## config.mk

```make
export PLATFORM = sky130hd
export DESIGN_NAME = cell_neighbourhood_enumerator
export DESIGN_NICKNAME = d
export VERILOG_FILES = /design/src/cne_pkg.sv /design/src/cell_neighbourhood_enumerator.sv /design/src/cne_front.sv /design/src/cne_queue.sv /design/src/cne_back.sv
export SDC_FILE = /design/constraint.sdc
export NUM_CORES = 1
export LEC_CHECK = 0
export ABC_AREA = 1
export BUFFER_PORTS_ARGS = -buffer_cell sky130_fd_sc_hd__buf_2
export CORE_ASPECT_RATIO = 1.1
export CORE_MARGIN = 5
export CORE_UTILIZATION = 52
export CTS_CLUSTER_DIAMETER = 200
export DETAILED_ROUTE_END_ITERATION = 10
export PLACE_DENSITY_LB_ADDON = 0.25
export SYNTH_ARGS = -nofsm -noshare
export SYNTH_HDL_FRONTEND = slang
export SYNTH_SLANG_ARGS = --single-unit
export TNS_END_PERCENT = 100
```

## constraint.sdc

```tcl
create_clock -name clk_i -period 17 [get_ports clk_i]
set_clock_uncertainty 0.15 [all_clocks]
set_input_delay 0.85 -clock clk_i [delete_from_list [all_inputs] [get_ports clk_i]]
set_output_delay 0.85 -clock clk_i [all_outputs]
set_load 0.005 [all_outputs]
```

## src/cne_pkg.sv

```systemverilog
`timescale 1ns / 1ps
// ----------------------------------------------------------------------------
// Cell neighbourhood enumerator package
// Shared widths, register indexes, the queue entry type and helper functions.
// ----------------------------------------------------------------------------
package cne_pkg;

  localparam int MAX_CELLS_PER_AXIS = 64;

  localparam int CFG_W   = 7;
  localparam int CELL_W  = 18;
  localparam int POS_W   = 5;
  localparam int MAX_RUN = 27;

  localparam int CNT_W   = $clog2(MAX_CELLS_PER_AXIS + 1);
  localparam int CRD_W   = (MAX_CELLS_PER_AXIS > 1) ? $clog2(MAX_CELLS_PER_AXIS) : 1;
  localparam int STEP_W  = (CRD_W > 1) ? $clog2(CRD_W) : 1;
  localparam int PLANE_W = $clog2(MAX_CELLS_PER_AXIS * MAX_CELLS_PER_AXIS + 1);
  localparam int TOTAL_W = $clog2(MAX_CELLS_PER_AXIS * MAX_CELLS_PER_AXIS
                                  * MAX_CELLS_PER_AXIS + 1);
  localparam int IDX_W   = (TOTAL_W > CELL_W) ? TOTAL_W : CELL_W;
  localparam int SHIFT_W = PLANE_W + CRD_W;
  localparam int DIV_W   = (SHIFT_W > IDX_W) ? SHIFT_W : IDX_W;

  localparam int QUEUE_DEPTH = 2;
  localparam int QPTR_W      = $clog2(QUEUE_DEPTH);
  localparam int QCNT_W      = $clog2(QUEUE_DEPTH + 1);

  localparam int PADDR_W = 4;
  localparam int PDATA_W = 32;
  localparam int REG_W   = 2;

  localparam logic [REG_W-1:0] REG_CELLS_X = 2'd0;
  localparam logic [REG_W-1:0] REG_CELLS_Y = 2'd1;
  localparam logic [REG_W-1:0] REG_CELLS_Z = 2'd2;

  // Neighbour offsets -1, 0 and +1 are held as indexes 0, 1 and 2.
  localparam int OFS_W   = 2;
  localparam int OFS_NUM = 3;
  localparam logic [OFS_W-1:0] OFS_MINUS = 2'd0;
  localparam logic [OFS_W-1:0] OFS_ZERO  = 2'd1;
  localparam logic [OFS_W-1:0] OFS_PLUS  = 2'd2;

  typedef struct packed {
    logic [CNT_W-1:0] nx;
    logic [CNT_W-1:0] ny;
    logic [CNT_W-1:0] nz;
  } grid_t;

  typedef struct packed {
    logic                              err;
    logic [OFS_NUM-1:0][CRD_W-1:0]     x_val;
    logic [OFS_NUM-1:0][PLANE_W-1:0]   z_term;
    logic [OFS_NUM-1:0][TOTAL_W-1:0]   y_term;
  } entry_t;

  function automatic logic [CNT_W-1:0] eff_count(input logic [CFG_W-1:0] v);
    logic [CNT_W-1:0] r;
    if (v == '0) begin
      r = CNT_W'(1);
    end else if (int'(v) > MAX_CELLS_PER_AXIS) begin
      r = CNT_W'(MAX_CELLS_PER_AXIS);
    end else begin
      r = CNT_W'(v);
    end
    return r;
  endfunction

  function automatic logic [OFS_W-1:0] axis_first(input logic [CNT_W-1:0] n);
    return (int'(n) >= 3) ? OFS_MINUS : OFS_ZERO;
  endfunction

  function automatic logic [OFS_W-1:0] axis_span(input logic [CNT_W-1:0] n);
    logic [OFS_W-1:0] r;
    if (int'(n) >= 3) begin
      r = OFS_W'(2);
    end else if (int'(n) == 2) begin
      r = OFS_W'(1);
    end else begin
      r = OFS_W'(0);
    end
    return r;
  endfunction

endpackage

```

## src/cell_neighbourhood_enumerator.sv

```systemverilog
`timescale 1ns / 1ps
// Flow: a center cell passes the front-end states (total, check, two divisions, push),
// the entry queue and the back-end output register; an out-of-range index skips the divisions.
// Throughput: one result per cycle while out_ready_i is high and the queue holds entries; a
// new center cell is taken only after the front end has pushed its previous entry, so the
// shared restoring divider in the front end works on one center cell at a time.
// Reset: cell counts return to 1, the queue empties and no result is valid.
// ----------------------------------------------------------------------------
// Cell neighbourhood enumerator top level
// Holds the grid size registers behind the APB port and connects the front end,
// the entry queue and the enumeration back end.
// ----------------------------------------------------------------------------
module cell_neighbourhood_enumerator (
  input  logic                        clk_i,
  input  logic                        rst_ni,
  input  logic                        psel,
  input  logic                        penable,
  input  logic                        pwrite,
  input  logic [cne_pkg::PADDR_W-1:0] paddr,
  input  logic [cne_pkg::PDATA_W-1:0] pwdata,
  output logic [cne_pkg::PDATA_W-1:0] prdata,
  output logic                        pready,
  input  logic                        in_valid_i,
  output logic                        in_ready_o,
  input  logic [cne_pkg::CELL_W-1:0]  center_cell_i,
  output logic                        out_valid_o,
  input  logic                        out_ready_i,
  output logic [cne_pkg::CELL_W-1:0]  neighbour_cell_o,
  output logic [cne_pkg::POS_W-1:0]   list_position_o,
  output logic                        is_last_o,
  output logic                        index_error_o
);
  import cne_pkg::*;

  logic [CFG_W-1:0] cells_x_q, cells_y_q, cells_z_q;
  logic [REG_W-1:0] reg_idx;
  logic             cfg_write;
  grid_t            grid;
  logic             push_valid, push_ready;
  entry_t           push_entry;
  logic             head_valid, pop;
  entry_t           head_entry;

  assign pready    = 1'b1;
  assign reg_idx   = paddr[PADDR_W-1:2];
  assign cfg_write = psel && penable && pwrite;

  always_ff @(posedge clk_i or negedge rst_ni) begin
    if (!rst_ni) begin
      cells_x_q <= CFG_W'(1);
      cells_y_q <= CFG_W'(1);
      cells_z_q <= CFG_W'(1);
    end else if (cfg_write) begin
      unique case (reg_idx)
        REG_CELLS_X: cells_x_q <= pwdata[CFG_W-1:0];
        REG_CELLS_Y: cells_y_q <= pwdata[CFG_W-1:0];
        REG_CELLS_Z: cells_z_q <= pwdata[CFG_W-1:0];
        default: begin
        end
      endcase
    end
  end

  always_comb begin
    unique case (reg_idx)
      REG_CELLS_X: prdata = PDATA_W'(cells_x_q);
      REG_CELLS_Y: prdata = PDATA_W'(cells_y_q);
      REG_CELLS_Z: prdata = PDATA_W'(cells_z_q);
      default:     prdata = '0;
    endcase
  end

  assign grid.nx = eff_count(cells_x_q);
  assign grid.ny = eff_count(cells_y_q);
  assign grid.nz = eff_count(cells_z_q);

  cne_front u_front (
    .clk_i         (clk_i),
    .rst_ni        (rst_ni),
    .grid_i        (grid),
    .in_valid_i    (in_valid_i),
    .in_ready_o    (in_ready_o),
    .center_cell_i (center_cell_i),
    .push_valid_o  (push_valid),
    .push_ready_i  (push_ready),
    .push_entry_o  (push_entry)
  );

  cne_queue u_queue (
    .clk_i        (clk_i),
    .rst_ni       (rst_ni),
    .push_valid_i (push_valid),
    .push_ready_o (push_ready),
    .push_entry_i (push_entry),
    .pop_valid_o  (head_valid),
    .pop_ready_i  (pop),
    .pop_entry_o  (head_entry)
  );

  cne_back u_back (
    .clk_i            (clk_i),
    .rst_ni           (rst_ni),
    .grid_i           (grid),
    .head_valid_i     (head_valid),
    .head_entry_i     (head_entry),
    .pop_o            (pop),
    .out_valid_o      (out_valid_o),
    .out_ready_i      (out_ready_i),
    .neighbour_cell_o (neighbour_cell_o),
    .list_position_o  (list_position_o),
    .is_last_o        (is_last_o),
    .index_error_o    (index_error_o)
  );

endmodule

```

## src/cne_front.sv

```systemverilog
`timescale 1ns / 1ps
// ----------------------------------------------------------------------------
// Cell neighbourhood enumerator front end
// Accepts a center cell, checks it against the cell total, splits an in-range
// cell into coordinates with a shared restoring divider and prepares the wrapped
// coordinate terms of every neighbour offset.
// ----------------------------------------------------------------------------
module cne_front (
  input  logic                      clk_i,
  input  logic                      rst_ni,
  input  cne_pkg::grid_t            grid_i,
  input  logic                      in_valid_i,
  output logic                      in_ready_o,
  input  logic [cne_pkg::CELL_W-1:0] center_cell_i,
  output logic                      push_valid_o,
  input  logic                      push_ready_i,
  output cne_pkg::entry_t           push_entry_o
);
  import cne_pkg::*;

  typedef enum logic [2:0] {
    ST_IDLE,
    ST_TOTAL,
    ST_CHECK,
    ST_DIV_Y,
    ST_DIV_Z,
    ST_PUSH
  } state_e;

  state_e              state_q, state_d;
  logic [IDX_W-1:0]    idx_q;
  logic [PLANE_W-1:0]  plane_q;
  logic [TOTAL_W-1:0]  total_q;
  logic [DIV_W-1:0]    rem_q;
  logic [DIV_W-1:0]    div_q;
  logic [STEP_W-1:0]   step_q;
  logic [CRD_W-1:0]    qy_q;
  logic [CRD_W-1:0]    qz_q;
  logic [PLANE_W-1:0]  remy_q;
  logic [TOTAL_W-1:0]  ybase_q;
  logic                err_q;

  logic                ge;
  logic [DIV_W-1:0]    rem_step;
  logic [CRD_W-1:0]    cx;
  logic [PLANE_W-1:0]  zbase;
  logic [PLANE_W-1:0]  nx_p;
  logic [TOTAL_W-1:0]  plane_t;

  assign ge       = rem_q >= div_q;
  assign rem_step = ge ? (rem_q - div_q) : rem_q;

  always_comb begin
    state_d = state_q;
    unique case (state_q)
      ST_IDLE:  if (in_valid_i) state_d = ST_TOTAL;
      ST_TOTAL: state_d = ST_CHECK;
      ST_CHECK: state_d = (idx_q >= IDX_W'(total_q)) ? ST_PUSH : ST_DIV_Y;
      ST_DIV_Y: if (step_q == '0) state_d = ST_DIV_Z;
      ST_DIV_Z: if (step_q == '0) state_d = ST_PUSH;
      ST_PUSH:  if (push_ready_i) state_d = ST_IDLE;
      default:  state_d = ST_IDLE;
    endcase
  end

  always_ff @(posedge clk_i or negedge rst_ni) begin
    if (!rst_ni) begin
      state_q <= ST_IDLE;
    end else begin
      state_q <= state_d;
    end
  end

  always_ff @(posedge clk_i) begin
    unique case (state_q)
      ST_IDLE: begin
        if (in_valid_i) begin
          idx_q   <= IDX_W'(center_cell_i);
          plane_q <= PLANE_W'(grid_i.nx) * PLANE_W'(grid_i.nz);
        end
      end
      ST_TOTAL: begin
        total_q <= TOTAL_W'(plane_q) * TOTAL_W'(grid_i.ny);
        rem_q   <= DIV_W'(idx_q);
        div_q   <= DIV_W'(plane_q) << (CRD_W - 1);
        step_q  <= STEP_W'(CRD_W - 1);
      end
      ST_CHECK: begin
        err_q <= idx_q >= IDX_W'(total_q);
      end
      ST_DIV_Y: begin
        rem_q  <= rem_step;
        qy_q   <= CRD_W'({qy_q, ge});
        if (step_q == '0) begin
          remy_q <= PLANE_W'(rem_step);
          div_q  <= DIV_W'(grid_i.nx) << (CRD_W - 1);
          step_q <= STEP_W'(CRD_W - 1);
        end else begin
          step_q <= step_q - STEP_W'(1);
          div_q  <= div_q >> 1;
        end
      end
      ST_DIV_Z: begin
        rem_q   <= rem_step;
        qz_q    <= CRD_W'({qz_q, ge});
        step_q  <= step_q - STEP_W'(1);
        div_q   <= div_q >> 1;
        ybase_q <= TOTAL_W'(idx_q - IDX_W'(remy_q));
      end
      ST_PUSH: begin
      end
      default: begin
      end
    endcase
  end

  assign cx      = CRD_W'(rem_q);
  assign nx_p    = PLANE_W'(grid_i.nx);
  assign plane_t = TOTAL_W'(plane_q);
  assign zbase   = remy_q - PLANE_W'(cx);

  always_comb begin
    push_entry_o     = '0;
    push_entry_o.err = err_q;

    push_entry_o.x_val[OFS_MINUS] = (cx == '0) ? CRD_W'(grid_i.nx - CNT_W'(1))
                                               : cx - CRD_W'(1);
    push_entry_o.x_val[OFS_ZERO]  = cx;
    push_entry_o.x_val[OFS_PLUS]  = ((CNT_W'(cx) + CNT_W'(1)) >= grid_i.nx) ? '0
                                                                          : cx + CRD_W'(1);

    push_entry_o.z_term[OFS_MINUS] = (qz_q == '0) ? plane_q - nx_p : zbase - nx_p;
    push_entry_o.z_term[OFS_ZERO]  = zbase;
    push_entry_o.z_term[OFS_PLUS]  = ((CNT_W'(qz_q) + CNT_W'(1)) >= grid_i.nz) ? '0
                                                                             : zbase + nx_p;

    push_entry_o.y_term[OFS_MINUS] = (qy_q == '0) ? total_q - plane_t : ybase_q - plane_t;
    push_entry_o.y_term[OFS_ZERO]  = ybase_q;
    push_entry_o.y_term[OFS_PLUS]  = ((CNT_W'(qy_q) + CNT_W'(1)) >= grid_i.ny) ? '0
                                                                             : ybase_q + plane_t;
  end

  assign in_ready_o   = (state_q == ST_IDLE);
  assign push_valid_o = (state_q == ST_PUSH);

endmodule

```

## src/cne_queue.sv

```systemverilog
`timescale 1ns / 1ps
// ----------------------------------------------------------------------------
// Cell neighbourhood enumerator queue
// Short first-in first-out buffer of prepared entries between the front end
// and the enumeration back end.
// ----------------------------------------------------------------------------
module cne_queue (
  input  logic            clk_i,
  input  logic            rst_ni,
  input  logic            push_valid_i,
  output logic            push_ready_o,
  input  cne_pkg::entry_t push_entry_i,
  output logic            pop_valid_o,
  input  logic            pop_ready_i,
  output cne_pkg::entry_t pop_entry_o
);
  import cne_pkg::*;

  entry_t              slots_q [QUEUE_DEPTH];
  logic [QPTR_W-1:0]   wr_ptr_q;
  logic [QPTR_W-1:0]   rd_ptr_q;
  logic [QCNT_W-1:0]   count_q;
  logic                do_push;
  logic                do_pop;

  assign push_ready_o = (count_q != QCNT_W'(QUEUE_DEPTH));
  assign pop_valid_o  = (count_q != '0);
  assign do_push      = push_valid_i && push_ready_o;
  assign do_pop       = pop_ready_i && pop_valid_o;
  assign pop_entry_o  = slots_q[rd_ptr_q];

  always_ff @(posedge clk_i or negedge rst_ni) begin
    if (!rst_ni) begin
      wr_ptr_q <= '0;
      rd_ptr_q <= '0;
      count_q  <= '0;
    end else begin
      if (do_push) begin
        wr_ptr_q <= (wr_ptr_q == QPTR_W'(QUEUE_DEPTH - 1)) ? '0 : wr_ptr_q + QPTR_W'(1);
      end
      if (do_pop) begin
        rd_ptr_q <= (rd_ptr_q == QPTR_W'(QUEUE_DEPTH - 1)) ? '0 : rd_ptr_q + QPTR_W'(1);
      end
      if (do_push && !do_pop) begin
        count_q <= count_q + QCNT_W'(1);
      end else if (do_pop && !do_push) begin
        count_q <= count_q - QCNT_W'(1);
      end
    end
  end

  always_ff @(posedge clk_i) begin
    if (do_push) begin
      slots_q[wr_ptr_q] <= push_entry_i;
    end
  end

endmodule

```

## src/cne_back.sv

```systemverilog
`timescale 1ns / 1ps
// ----------------------------------------------------------------------------
// Cell neighbourhood enumerator back end
// Walks the offsets of the head entry in x, y, z order, adds the prepared
// terms into a cell index and drives one result per cycle, while results are
// taken and an entry waits, through an output register.
// ----------------------------------------------------------------------------
module cne_back (
  input  logic                       clk_i,
  input  logic                       rst_ni,
  input  cne_pkg::grid_t             grid_i,
  input  logic                       head_valid_i,
  input  cne_pkg::entry_t            head_entry_i,
  output logic                       pop_o,
  output logic                       out_valid_o,
  input  logic                       out_ready_i,
  output logic [cne_pkg::CELL_W-1:0] neighbour_cell_o,
  output logic [cne_pkg::POS_W-1:0]  list_position_o,
  output logic                       is_last_o,
  output logic                       index_error_o
);
  import cne_pkg::*;

  logic [OFS_W-1:0]   rx_q, ry_q, rz_q;
  logic [OFS_W-1:0]   lx, ly, lz;
  logic [OFS_W-1:0]   ox, oy, oz;
  logic [POS_W-1:0]   pos_q;
  logic               out_valid_q;
  logic [CELL_W-1:0]  cell_q;
  logic [POS_W-1:0]   pos_out_q;
  logic               last_q;
  logic               err_q;
  logic               run_end;
  logic               load;
  logic [TOTAL_W-1:0] cell_sum;

  assign lx = axis_span(grid_i.nx);
  assign ly = axis_span(grid_i.ny);
  assign lz = axis_span(grid_i.nz);
  assign ox = rx_q + axis_first(grid_i.nx);
  assign oy = ry_q + axis_first(grid_i.ny);
  assign oz = rz_q + axis_first(grid_i.nz);

  assign run_end  = head_entry_i.err || ((rx_q == lx) && (ry_q == ly) && (rz_q == lz));
  assign load     = head_valid_i && (!out_valid_q || out_ready_i);
  assign pop_o    = load && run_end;
  assign cell_sum = TOTAL_W'(head_entry_i.x_val[ox]) + TOTAL_W'(head_entry_i.z_term[oz])
                  + head_entry_i.y_term[oy];

  always_ff @(posedge clk_i or negedge rst_ni) begin
    if (!rst_ni) begin
      out_valid_q <= 1'b0;
      rx_q        <= '0;
      ry_q        <= '0;
      rz_q        <= '0;
      pos_q       <= '0;
    end else if (load) begin
      out_valid_q <= 1'b1;
      if (run_end) begin
        rx_q  <= '0;
        ry_q  <= '0;
        rz_q  <= '0;
        pos_q <= '0;
      end else begin
        pos_q <= pos_q + POS_W'(1);
        if (rz_q == lz) begin
          rz_q <= '0;
          if (ry_q == ly) begin
            ry_q <= '0;
            rx_q <= rx_q + OFS_W'(1);
          end else begin
            ry_q <= ry_q + OFS_W'(1);
          end
        end else begin
          rz_q <= rz_q + OFS_W'(1);
        end
      end
    end else if (out_ready_i) begin
      out_valid_q <= 1'b0;
    end
  end

  always_ff @(posedge clk_i) begin
    if (load) begin
      cell_q    <= head_entry_i.err ? '0 : CELL_W'(cell_sum);
      pos_out_q <= pos_q;
      last_q    <= run_end;
      err_q     <= head_entry_i.err;
    end
  end

  assign out_valid_o      = out_valid_q;
  assign neighbour_cell_o = cell_q;
  assign list_position_o  = pos_out_q;
  assign is_last_o        = last_q;
  assign index_error_o    = err_q;

endmodule

```

After elaboration in Yosys (flattened, before gate mapping)
Memory sizes are Yosys's and may differ from the RTL's.
Index checks and enable logic that the tools add are counted.
{"block": "totals", "out_inout_bits": 60, "memories": 1, "ram_bits": 230, "regBits": 201}
{"memory": "u_queue.slots_q", "words": 2, "width": 115, "rd": 1, "rd_ports_with_merged_regs": 0, "wr": 1, "line": "cne_queue.sv:19", "source": "entry_t slots_q [QUEUE_DEPTH];"}
{"block": "op_classes", "n_mux": 57, "n_reduce_logical": 41, "magnitude_cmp": 14, "n_eq_ne": 19, "n_addsub": 29, "mul": 2}
{"op": "$mux W19", "count": 3}
{"op": "$pmux W19 S3", "count": 1}
{"op": "$mux W7", "count": 6}
{"op": "$mux W13", "count": 3}
{"op": "$bmux W19 S2", "count": 1}
{"op": "$pmux W19 S2", "count": 1}
{"op": "$sub A19 B13 Y19", "count": 2}
{"op": "$mux W18", "count": 2}
{"op": "$bmux W13 S2", "count": 1}
{"op": "$mux W2", "count": 13}
{"op": "$sub A13 B7 Y13", "count": 2}
{"op": "$add A6 B1 Y7 const B", "count": 3}
{"op": "$eq A7 B3 Y1 const B", "count": 3}
{"op": "$ge A7 B2 Y1 const B", "count": 3}
{"op": "$ge A7 B7 Y1", "count": 3}
{"op": "$gt A7 B7 Y1 const B", "count": 3}
{"op": "$logic_not A7 Y1", "count": 3}
{"op": "$pmux W7 S3", "count": 1}
{"op": "$add A19 B13 Y19", "count": 1}
{"op": "$ge A18 B19 Y1", "count": 1}
{"op": "$ge A19 B19 Y1", "count": 1}
{"op": "$mul A13 B7 Y19", "count": 1}
{"op": "$sub A18 B13 Y19", "count": 1}
{"op": "$sub A19 B19 Y19", "count": 1}
{"op": "41 further kinds", "count": 102}

Depth between registers and ports, before layout
{"block": "logic_depth", "depth_word": 15, "mapped_depth": 35, "mapped_depth_nobuf": 34}

Cells and area by module
Synthesis repeated with hierarchy kept, for this count alone.
{"block": "unflattened", "cells_unflattened": 3571, "hier_area_um2": 30286.5}
{"module": "cne_front", "n_inst": 1, "cells_per_inst": 2156, "seq_area_each_um2": 4129.0, "area_each_um2": 16249.3}
{"module": "cne_queue", "n_inst": 1, "cells_per_inst": 629, "seq_area_each_um2": 7006.7, "area_each_um2": 8593.2}
{"module": "cne_back", "n_inst": 1, "cells_per_inst": 593, "seq_area_each_um2": 1051.0, "area_each_um2": 3886.2}
{"module": "cell_neighbourhood_enumerator", "n_inst": 1, "cells_per_inst": 193, "seq_area_each_um2": 529.3, "area_each_um2": 1557.7}

Worst setup path after synthesis
OpenSTA, ideal clock, no wires.
{"block": "synth_timing", "path_type": "reg-to-reg", "from": "register u_front.state_q[0]", "to": "memory u_queue.slots_q[1][0] (netlist bit), enable pin", "synth_period_minus_slack_ns": 6.183, "path_stages_with_launch": 5, "t_arrival_ns": 5.447, "path_slack_ns": 10.817, "setup_time_ns": 0.586, "cell_sequence": "dfrtp_1 -> inv_1 -> nor3_1 -> nand2_1 -> nor2_1"}
{"block": "synth_between", "elab_chain_len": 4}
{"element": "from (decl)", "line": "cne_front.sv:30", "source": "state_e state_q, state_d;"}
{"element": "from (signal assigned)", "line": "cne_front.sv:70", "source": "state_q <= state_d;"}
{"element": "$eq A3 B3 Y1", "line": "cne_front.sv:144", "source": "assign push_valid_o = (state_q == ST_PUSH);"}
{"element": "$logic_and A1 B1 Y1", "line": "cne_queue.sv:28", "source": "assign do_push = push_valid_i && push_ready_o;"}
{"element": "$mux W1", "line": "cne_queue.sv:53", "source": "if (do_push) begin"}
{"element": "$mux W1 (not written as such)", "line": "cne_queue.sv:54", "source": "slots_q[wr_ptr_q] <= push_entry_i;"}
{"element": "to (decl)", "line": "cne_queue.sv:19"}
No other way between the ends.

Worst setup path in the final report
{"block": "layout_timing", "from": "register cells_z_q[6]", "to": "register u_back.cell_q[16] (netlist: u_back.neighbour_cell_o[16]) (data pin)"}
{"block": "layout_between", "elab_chain_len": 10, "elab_cells_between_ends": 11, "cone_classes": "3 x add/sub; 2 x order compare; 5 x mux; 1 x reduce/logical"}
{"element": "from (decl)", "line": "cell_neighbourhood_enumerator.sv:35", "source": "logic [CFG_W-1:0] cells_x_q, cells_y_q, cells_z_q;"}
{"element": "from (signal assigned)", "line": "cell_neighbourhood_enumerator.sv:57", "source": "REG_CELLS_Z: cells_z_q <= pwdata[CFG_W-1:0];"}
{"element": "$gt A7 B7 Y1", "line": "cne_pkg.sv:61", "source": "end else if (int'(v) > MAX_CELLS_PER_AXIS) begin"}
{"element": "$mux W7", "line": "cne_pkg.sv:61"}
{"element": "$mux W7 (*)", "line": "cne_pkg.sv:59", "source": "if (v == '0) begin"}
{"element": "$ge A7 B2 Y1 (*)", "line": "cne_pkg.sv:70", "source": "return (int'(n) >= 3) ? OFS_MINUS : OFS_ZERO;"}
{"element": "$mux W1 (*)", "line": "cne_pkg.sv:70"}
{"element": "$add A2 B2 Y2 (*)", "line": "cne_back.sv:42", "source": "assign oz = rz_q + axis_first(grid_i.nz);"}
{"element": "$bmux W13 S2 (*)", "line": "cne_back.sv:47", "source": "assign cell_sum = TOTAL_W'(head_entry_i.x_val[ox]) + TOTAL_W'(head_entry_i.z_term[oz])"}
{"element": "$mux W13 (not written as such) (*)", "line": "cne_back.sv:47"}
{"element": "$add A6 B13 Y14 (*)", "line": "cne_back.sv:47"}
{"element": "$add A18 B18 Y18 (*)", "line": "cne_back.sv:48", "source": "+ head_entry_i.y_term[oy];"}
{"element": "to (signal assigned)", "line": "cne_back.sv:85", "source": "cell_q <= head_entry_i.err ? '0 : CELL_W'(cell_sum);"}
{"element": "to (decl)", "line": "cne_back.sv:29", "source": "logic [CELL_W-1:0] cell_q;"}
Every way passes the cells marked *; elsewhere a longest branch is shown, timed or not. The select of a mux whose other input is x is not followed.
A chain may end at the register's enable or synchronous reset.

==> impl_metrics.tcl <==
set metrics [dict create \
    status "finished clean" \
    cts_hold_buffers 0 \
    required_ns 17.17 \
    synth_area_leaders "edfxtp_1 (41%), ha_1 (9.6%), nand2_1 (8.5%), fa_1 (6.1%), inv_1 (5.2%)" \
    dr.first_iter.drc_count 1863 \
    r2r_start "cells_z_q[6]" \
    yosys.area.top_type "edfxtp_1" \
    detail_route.wl_per_cell_um 19.61 \
    ys_top_cells_by_count "nand2_1 (635), inv_1 (390), edfxtp_1 (383)" \
    p_leak_nw 13.73 \
    end_kind "flip-flop" \
    cts_tree "built" \
    grt_pass1_wl_mm 118.4 \
    grt_start_max_net_pins 73 \
    maxCapViolCount 0 \
    h-tree-depth 2 \
    vias 21870 \
    critPathMaxStageDelay_ns 0.68 \
    synth-main-ff-cell "edfxtp_1" \
    crit_type "reg2reg" \
    crit_fanout 21 \
    gp_congestion 0.9495 \
    fin_crit_sh_pct 37.88 \
    startpoint "cells_z_q[6]" \
    die_x_um 231.5 \
    area_growth_syn_to_layout_pct 9.491 \
    io_pins 121 \
    coreArea_sq_um 53560 \
    row_count 89 \
    crit_arrival_ns 6.61 \
    clkLatencyLatePin_ns 0.60 \
    setup_viol 0 \
    grt_pass1_vias 21370 \
    power_w 0.006843 \
    drv_slew 0 \
    post_cts_buffers 0 \
    finalHoldViolations 0 \
    slowest_stage "ha_1" \
    synthCells 3050 \
    max_slew_margin_pct 18.03 \
    setup.worst_path.start_class "flip-flop" \
    synth.most_common_cell "nand2_1" \
    post_cts_resized 0 \
    tns_ns 0 \
    routed_via_density 5.622 \
    seq_area_frac_synth_pct 44.56 \
    placed_area_sq_um 29170 \
    route.detailed.drc 0 \
    antenna_cells 0 \
    dieArea_sq_um 58720 \
    hpwl_mm 57.40 \
    yosysWarnings 0 \
    start_util_pct 52.40 \
    clockBufferDepth 3 \
    portBuffers 67 \
    finalInstanceArea_sq_um 30730 \
    grtUsageTotal_pct 25.84 \
    ys_types 57 \
    overflow 0 \
    clock_sinks 423 \
    netlist.area_leader.share_pct 40.98 \
    wirelength_mm 76.30 \
    critPathTopFamily "simple AND/OR/NAND/NOR gates" \
    cpMostUsedCell "nand2_1" \
    num-nets-final 3486 \
    async_flop_share_pct 9.456 \
    antenna_found_initial 0 \
    cts_root_buf "clkbuf_16" \
    path_buf_inv 6 \
    period_needed_ns 6.439 \
    final_antenna_net_count 0 \
    tightest_slew_ns 1.225 \
    fill_cells 4606 \
    ir_drop_v 0.0001348 \
    syn_area_sq_um 28070 \
    drt-pass1-iter-count 6 \
    drive_gt1_share_pct 6.546 \
    yosys_register_bits 423 \
    clkSlewWorstSetupHoldPaths_ns 0.05 \
    syn_area_per_cell_sq_um 9.202 \
    rsz0062_at_grt "no" \
    p_per_area_nw_per_um2 222.7 \
    fmax_ghz 0.1553 \
    holdCritPathClass "in2async" \
    synth_edf_count 383 \
    die_y_um 253.7 \
    cts_made_buffers 46 \
]
[report_power, final]
part	internal [W]	switching, W
Combinational	0.00137	0.00262
Sequential	0.00163	0.000197
Clock	0.000607	0.000422
Total	0.00360	0.00324
[per-layer routing]
layer  vias up  track usage, %  part of all wire, %
met5         -               0                    0
met2       789           43.32                   47
met3       175           4.000                  6.9
li1      10420               -                    -
met1     10490           34.20                   42
met4         0           9.817                  4.2
[path summary, 6_finish.rpt]
path / to / slack (ns) / depth (start not counted)
worst max-delay path: u_back.neighbour_cell_o[16] / 10.56 / 30
worst min-delay path: cells_z_q[4] / 0.18 / 2
worst max register to register: u_back.neighbour_cell_o[16] / 10.56 / 30
worst min register to register: u_back.list_position_o[4] / 0.34 / 0
max in group asynchronous: u_queue.rd_ptr_q / 16.08 / 2
min in group clk_i: u_front.idx_q[0] / 0.28 / 1
[flip-flops by register name (all words and copies together), names as in the netlist, 7 cells and up]
| name | cells |
|---|---|
| u_front.rem_q | 19 |
| cells_x_q | 7 |
| u_front.div_q | 18 |
| cells_z_q | 7 |
| u_front.idx_q | 18 |
| u_front.plane_q | 13 |
| u_front.ybase_q | 18 |
| u_front.total_q | 19 |
| u_front.remy_q | 13 |
| u_queue.slots_q | 224 |
| u_back.neighbour_cell_o | 18 |
| cells_y_q | 7 |
[final cells by class]
type                    count  area (sq um)  share of cell area [%]
clock inverters            22         276.5                  0.8998
multi-input cells        2161         13730                   44.67
clock buffers              64          1281                   4.169
inverters                 401          1508                   4.906
repair buffers             91         515.5                   1.678
flip-flops and latches    423         12510                   40.71
well taps                 728         910.9                   2.964
[worst register-to-register path, delay by kind of cell (launching register included)]
| family | cells | cell delay [ns] |
|---|---|---|
| buffers and inverters | 6 | 1.24 |
| AND/OR/NAND/NOR | 15 | 1.68 |
| flip-flops | 1 | 0.62 |
| adder cells (fa/ha/maj) | 3 | 1.45 |
| AO/OA/AOI/OAI | 5 | 0.89 |
| XOR/XNOR | 1 | 0.16 |
[stage by stage]
stage	hold WS, ns	utilization, %	std cells	setup WS (ns)
final	0.1825	57.37	3890	10.56
after global routing	0.2352	57.37	3890	10.04
after CTS	0.1872	57.37	3890	10.65
after detailed placement	0.3319	54.46	3804	10.65
after global placement	0.3121	54.46	3804	10.79
after floorplan	0.2715	-	3074	10.82
[kinds of logic (layout without fill, tap and decap cells)]
group                      count (synthesis)  count (layout)  share of synthesized area, %
xor gates and xnor gates                 137             137                         4.369
and+or+nand+nor                         1187            1187                         17.58
DFF                                      423             423                         44.56
AOI/OAI and AO/OA                        488             488                         9.986
other                                      2              26                       0.02676
adders and majority gates                301             301                         15.69
muxes                                     22              22                        0.7846
buffers and inverters                    490             578                         6.999
[layout by cell type (no fill, tap or decap), drive strengths merged, types with 26 or more instances in the layout]
cell type | Yosys | layout
nand2 | 641 | 641
inv | 397 | 400
edfxtp | 383 | 383
nor2 | 298 | 298
ha | 216 | 216
o21ai | 187 | 187
a21oi | 166 | 166
nand3 | 140 | 140
xor2 | 91 | 91
buf | 46 | 91
fa | 85 | 85
clkbuf | 43 | 64
xnor2 | 46 | 46
nand4 | 39 | 39
dfrtp | 37 | 37
o22ai | 31 | 31
nor3 | 30 | 30
conb | 2 | 26
Note: power is estimated with default switching activity, not from simulation.
